[src/rtl/prefix_code_table_decoder_core_defines.svh]
// Assertion macros shared by the prefix code table decoder RTL.
`ifndef PREFIX_CODE_TABLE_DECODER_CORE_DEFINES_SVH
`define PREFIX_CODE_TABLE_DECODER_CORE_DEFINES_SVH
`ifndef SYNTHESIS
// Same-cycle implication, checked on every rising edge outside reset.
`define HCD_ASSERT_IMP(name, ante, cons) \
  name: assert property (@(posedge clk) disable iff (!rst_n) (ante) |-> (cons)) \
    else $error("hcd assertion failed");
// Next-cycle implication, checked on every rising edge outside reset.
`define HCD_ASSERT_NXT(name, ante, cons) \
  name: assert property (@(posedge clk) disable iff (!rst_n) (ante) |=> (cons)) \
    else $error("hcd assertion failed");
`else
`define HCD_ASSERT_IMP(name, ante, cons)
`define HCD_ASSERT_NXT(name, ante, cons)
`endif
`endif

[src/rtl/hcd_pkg.sv]
// Shared types, codes and helpers of the prefix code table decoder.
package hcd_pkg;

  localparam logic [1:0] OP_CLEAR  = 2'd0;
  localparam logic [1:0] OP_LOAD   = 2'd1;
  localparam logic [1:0] OP_DECODE = 2'd2;

  localparam logic [1:0] ST_SYMBOL     = 2'd0;
  localparam logic [1:0] ST_TABLE_FULL = 2'd1;
  localparam logic [1:0] ST_OVERFLOW   = 2'd2;

  localparam int MAX_CODE_LEN  = 32;
  localparam int BUF_LIMIT     = (MAX_CODE_LEN < 32) ? MAX_CODE_LEN : 32;
  localparam int BITS_PER_BYTE = 8;

  // One stored code table entry.
  typedef struct packed {
    logic [31:0] code;
    logic [5:0]  len;
    logic [7:0]  sym;
  } hcd_entry_t;

  // Request from the controller to the result queue.
  typedef struct packed {
    logic       push;
    logic       close;
    logic [7:0] sym;
    logic [1:0] status;
  } hcd_res_req_t;

  // Mask that keeps the low len bits of a code.
  function automatic logic [31:0] len_mask(input logic [5:0] len);
    if (len >= 6'd32) begin
      return '1;
    end
    return (32'd1 << len) - 32'd1;
  endfunction

endpackage

[src/rtl/hcd_result_q.sv]
// Result queue: holds one result back until its last flag is known, then outputs it.
module hcd_result_q
  import hcd_pkg::*;
(
  input  logic         clk,
  input  logic         rst_n,
  input  hcd_res_req_t req,
  output logic         can_accept,
  output logic         out_valid,
  input  logic         out_ready,
  output logic [7:0]   out_sym,
  output logic [1:0]   out_status,
  output logic         out_last
);
  `include "prefix_code_table_decoder_core_defines.svh"

  logic       pend_v_r, pend_v_nxt;
  logic [7:0] pend_sym_r, pend_sym_nxt;
  logic [1:0] pend_st_r, pend_st_nxt;
  logic       out_v_r, out_v_nxt;
  logic [7:0] out_sym_r, out_sym_nxt;
  logic [1:0] out_st_r, out_st_nxt;
  logic       out_last_r, out_last_nxt;
  logic       out_free;

  assign out_free   = !out_v_r || out_ready;
  assign can_accept = !pend_v_r || out_free;

  always_comb begin
    pend_v_nxt   = pend_v_r;
    pend_sym_nxt = pend_sym_r;
    pend_st_nxt  = pend_st_r;
    out_v_nxt    = out_v_r;
    out_sym_nxt  = out_sym_r;
    out_st_nxt   = out_st_r;
    out_last_nxt = out_last_r;
    if (out_v_r && out_ready) begin
      out_v_nxt = 1'b0;
    end
    if (req.push && can_accept) begin
      // A newer result exists, so the held one is not the last of its item.
      if (pend_v_r) begin
        out_v_nxt    = 1'b1;
        out_sym_nxt  = pend_sym_r;
        out_st_nxt   = pend_st_r;
        out_last_nxt = 1'b0;
      end
      pend_v_nxt   = 1'b1;
      pend_sym_nxt = req.sym;
      pend_st_nxt  = req.status;
    end else if (req.close && pend_v_r && out_free) begin
      out_v_nxt    = 1'b1;
      out_sym_nxt  = pend_sym_r;
      out_st_nxt   = pend_st_r;
      out_last_nxt = 1'b1;
      pend_v_nxt   = 1'b0;
    end
  end

  always_ff @(posedge clk) begin
    if (!rst_n) begin
      pend_v_r <= 1'b0;
      out_v_r  <= 1'b0;
    end else begin
      pend_v_r <= pend_v_nxt;
      out_v_r  <= out_v_nxt;
    end
  end

  always_ff @(posedge clk) begin
    pend_sym_r <= pend_sym_nxt;
    pend_st_r  <= pend_st_nxt;
    out_sym_r  <= out_sym_nxt;
    out_st_r   <= out_st_nxt;
    out_last_r <= out_last_nxt;
  end

  assign out_valid  = out_v_r;
  assign out_sym    = out_sym_r;
  assign out_status = out_st_r;
  assign out_last   = out_last_r;

  `HCD_ASSERT_IMP(a_push_has_room, req.push, can_accept)
  `HCD_ASSERT_NXT(a_close_sets_last, req.close && pend_v_r && can_accept, out_valid && out_last)

endmodule

[config.mk]
export PLATFORM = sky130hd
export DESIGN_NAME = hcd_result_q
export DESIGN_NICKNAME = d
export VERILOG_FILES = /design/src/rtl/hcd_pkg.sv /design/src/rtl/hcd_result_q.sv
export VERILOG_INCLUDE_DIRS = /design/src /design/src/rtl
export SDC_FILE = /design/constraint.sdc
export NUM_CORES = 1
export LEC_CHECK = 0
export BUFFER_PORTS_ARGS = -buffer_cell sky130_fd_sc_hd__buf_2
export CAP_MARGIN = 20
export CORE_MARGIN = 2
export CORE_UTILIZATION = 41
export CTS_CLUSTER_SIZE = 16
export DETAILED_ROUTE_END_ITERATION = 6
export HOLD_SLACK_MARGIN = 0.06
export PLACE_DENSITY = 0.7
export SETUP_SLACK_MARGIN = 0.5
export SLEW_MARGIN = 15
export SYNTH_ARGS = -nofsm -noshare
export SYNTH_HDL_FRONTEND = slang
export SYNTH_SLANG_ARGS = --single-unit
[constraint.sdc]
create_clock -name clk -period 1.3 [get_ports clk]
set_clock_uncertainty 0.15 [all_clocks]
set_input_delay 0.13 -clock clk [delete_from_list [all_inputs] [get_ports clk]]
set_output_delay 0.13 -clock clk [all_outputs]
set_load 0.01 [all_outputs]
==> results.py <==
metrics = {
    "run_status": {
        "status": "finished, violations left",
        "violations": "hold timing",
    },
    "sta": {
        "timing.hold.ws_ns": -0.154,
        "period_needed_ns": 1.20,
        "clock.fmax_ghz": 0.830,
        "slew_headroom": 0.881,
        "post-route-period-util": 0.927,
        "tightest_slew_ns": 0.179,
        "hold_viol": 13,
        "setup-tns-final_ns": 0,
        "setup_viol": 0,
        "rsz0062_at_grt": "true",
        "drv_slew": 0,
    },
    "place": {
        "place_congestion": 0.639,
        "dp_hpwl_um": 739,
        "portBuffers": 27,
    },
    "clocking": {
        "clk_latency_ns": 0.30,
        "cts_buffer_depth": 2,
        "cts_made_buffers": 3,
        "numClockSinks": 23,
        "cts_tree": "yes",
        "htree_levels": 1,
        "clock-root-buffer": "clkbuf_4",
        "path_clk_slew_ns": 0.12,
    },
    "global_route": {
        "grt_pass1_wl_mm": 1.59,
        "grt_use_total": 0.120,
        "grt_max_degree": 14,
        "grt_pass1_vias": 375,
        "antenna_found_initial": 0,
        "overflow": 0,
    },
    "floorplan": {
        "num_rows": 15,
        "dieHeight_um": 46.2,
        "die_w_um": 46.2,
        "fp.dieArea_sq_um": 2140,
        "pin_count": 28,
        "initial_utilization": 0.428,
        "coreArea_sq_um": 1710,
    },
    "setup_path": {
        "cp.required_ns": 1.02,
        "cp.arrival_ns": 0.92,
        "crit_type": "reg2out",
        "cp-start-kind": "flop",
        "cp_max_fo": 3,
        "cp-end-kind": "output port",
    },
    "yosys": {
        "synth_seq_cells": 23,
        "synth.top_cell.area_share": 0.863,
        "synthXorXnorAreaFrac": 0,
        "netlist_area_sq_um": 731,
        "synth_top_family_by_area": "simple AND/OR/NAND/NOR gates",
        "postSynthCellCount": 33,
        "synth_simple_gate_area_frac": 0.0445,
        "avgSynthCellArea_sq_um": 22.1,
        "syn_nets": 48,
        "synthAdderAreaFrac": 0,
        "netlist-cell-type-count": 11,
        "yosysWarnings": 0,
        "synth_compound_area_frac": 0.0325,
        "synthMuxAreaShare": 0,
        "yosysTopAreaCell": "edfxtp_1",
        "synth_area_leaders": "edfxtp_1, dfxtp_1, o21ai_1",
        "yosysSeqAreaShare": 0.918,
    },
    "min_path": {
        "hold_path_class": "in2reg",
    },
    "cells_and_area": {
        "layout-drive-gt1-share": 0.609,
        "n_antenna_cell": 0,
        "finalNetCount": 85,
        "syn2layout_area_growth_pct": 38.0,
    },
    "route": {
        "drt-wirelength-per-cell_um": 11.5,
        "met2WireLength_um": 569,
        "drt_first_pass_iters": 4,
        "drt-met1-wl_um": 399,
        "drc_errors": 0,
        "top_layer_used": "met4",
        "via_per_inst": 4.44,
        "drt_wl_total_mm": 1.08,
        "route.vias.total": 417,
        "met3WireLength_um": 77,
        "drtAntennaViolNets": 0,
        "dr.first_iter.drc_count": 3,
    },
    "power": {
        "powerDensity_nw_per_um2": 1260,
        "p_leak_nw": 0.406,
        "power_mw": 1.27,
        "vdd_drop_max_v": 0.000779,
    },
    "job": {
        "max-cap-violations": 0,
    },
}
cells in the final DEF (no fill, tap or decap), drive strengths merged:
| cell type | netlist | final |
|---|---|---|
| clkinv | 0 | 1 |
| and2 | 1 | 2 |
| edfxtp | 21 | 21 |
| dfxtp | 2 | 2 |
| nand2b | 1 | 1 |
| a21boi | 1 | 1 |
| nand3b | 1 | 1 |
| clkbuf | 0 | 3 |
| nor2b | 1 | 1 |
| a31oi | 1 | 1 |
| inv | 1 | 1 |
| o21ai | 2 | 2 |
| nand2 | 1 | 1 |
| buf | 0 | 31 |
metrics by stage:
stage          hold slack [ns]  instances   util  instance area (sq um)  setup slack (ns)
2_1_floorplan           0.0789         33      -                    742             0.129
3_3_place_gp             0.157         85  0.532                    908            0.0806
3_5_place_dp             0.158         85  0.532                    908            0.0583
4_1_cts                 -0.161         94  0.585                    998             0.104
5_1_grt                 -0.189         94  0.590                   1010            0.0490
6_report                -0.154         94  0.590                   1010            0.0955
state kept, by name, indices dropped and copies added (netlist names):
signal / flops
out_sym: 8
out_status: 2
out_valid: 1
pend_v_r: 1
pend_sym_r: 8
pend_st_r: 2
out_last: 1
kinds of logic (layout without fill, tap and decap cells):
logic type,count (synthesis),in the layout
DFF,23,23
and+or+nand+nor,5,6
AOI/OAI and AO/OA,4,4
buffers and inverters,1,36
synth_stat cells:
cell type   n
and2_1      1
o21ai_1     2
a21boi_1    1
nand2_1     1
edfxtp_1   21
dfxtp_1     2
nand3b_1    1
nor2b_1     1
nand2b_2    1
a31oi_1     1
inv_1       1
worst max-delay path: stages, from the launching register on:
cell and delay [ns]:
dfxtp_4 0.38, nand3b_1 0.09, buf_2 0.15
metal layers:
metal | GRT usage | vias to the layer above
li1 | - | 199
met1 | 0.127 | 194
met2 | 0.197 | 20
met3 | 0.0392 | 4
met4 | 0.0857 | 0
met5 | 0 | -
what timing repair did:
action	4_1_cts	5_1_grt
endpoints found under the setup margin	38	38
cloned	1	0
buffers inserted	4	0
pin swaps	2	0
gates resized for setup	4	3
hold endpoints to repair	13	13
area by class of cell:
class / count / area, sq um
flip-flops and latches: 23 / 676
inverters: 1 / 3.75
repair buffers: 31 / 191
clock inverters: 1 / 5.00
multi-input cells: 10 / 78.8
fillers: 139 / 699
clock buffers: 3 / 22.5
well taps: 25 / 31.3
power by group:
group	switching, mW	internal, mW
Combinational	0.0461	0.0521
Sequential	0.0119	0.850
Clock	0.194	0.115
path summary, 6_finish.rpt:
path	from	slack [ns]	end	depth (start not counted)
min	req[0]	-0.15	pend_st_r[0]$_DFFE_PP_	1
max	out_valid$_SDFF_PN0_	0.1	can_accept	2
min reg2reg	pend_sym_r[0]$_DFFE_PP_	0.28	out_sym[0]$_DFFE_PP_	0
max reg2reg	out_valid$_SDFF_PN0_	0.1	pend_sym_r[4]$_DFFE_PP_	3
No activity file was read; power rests on OpenSTA's default activity.
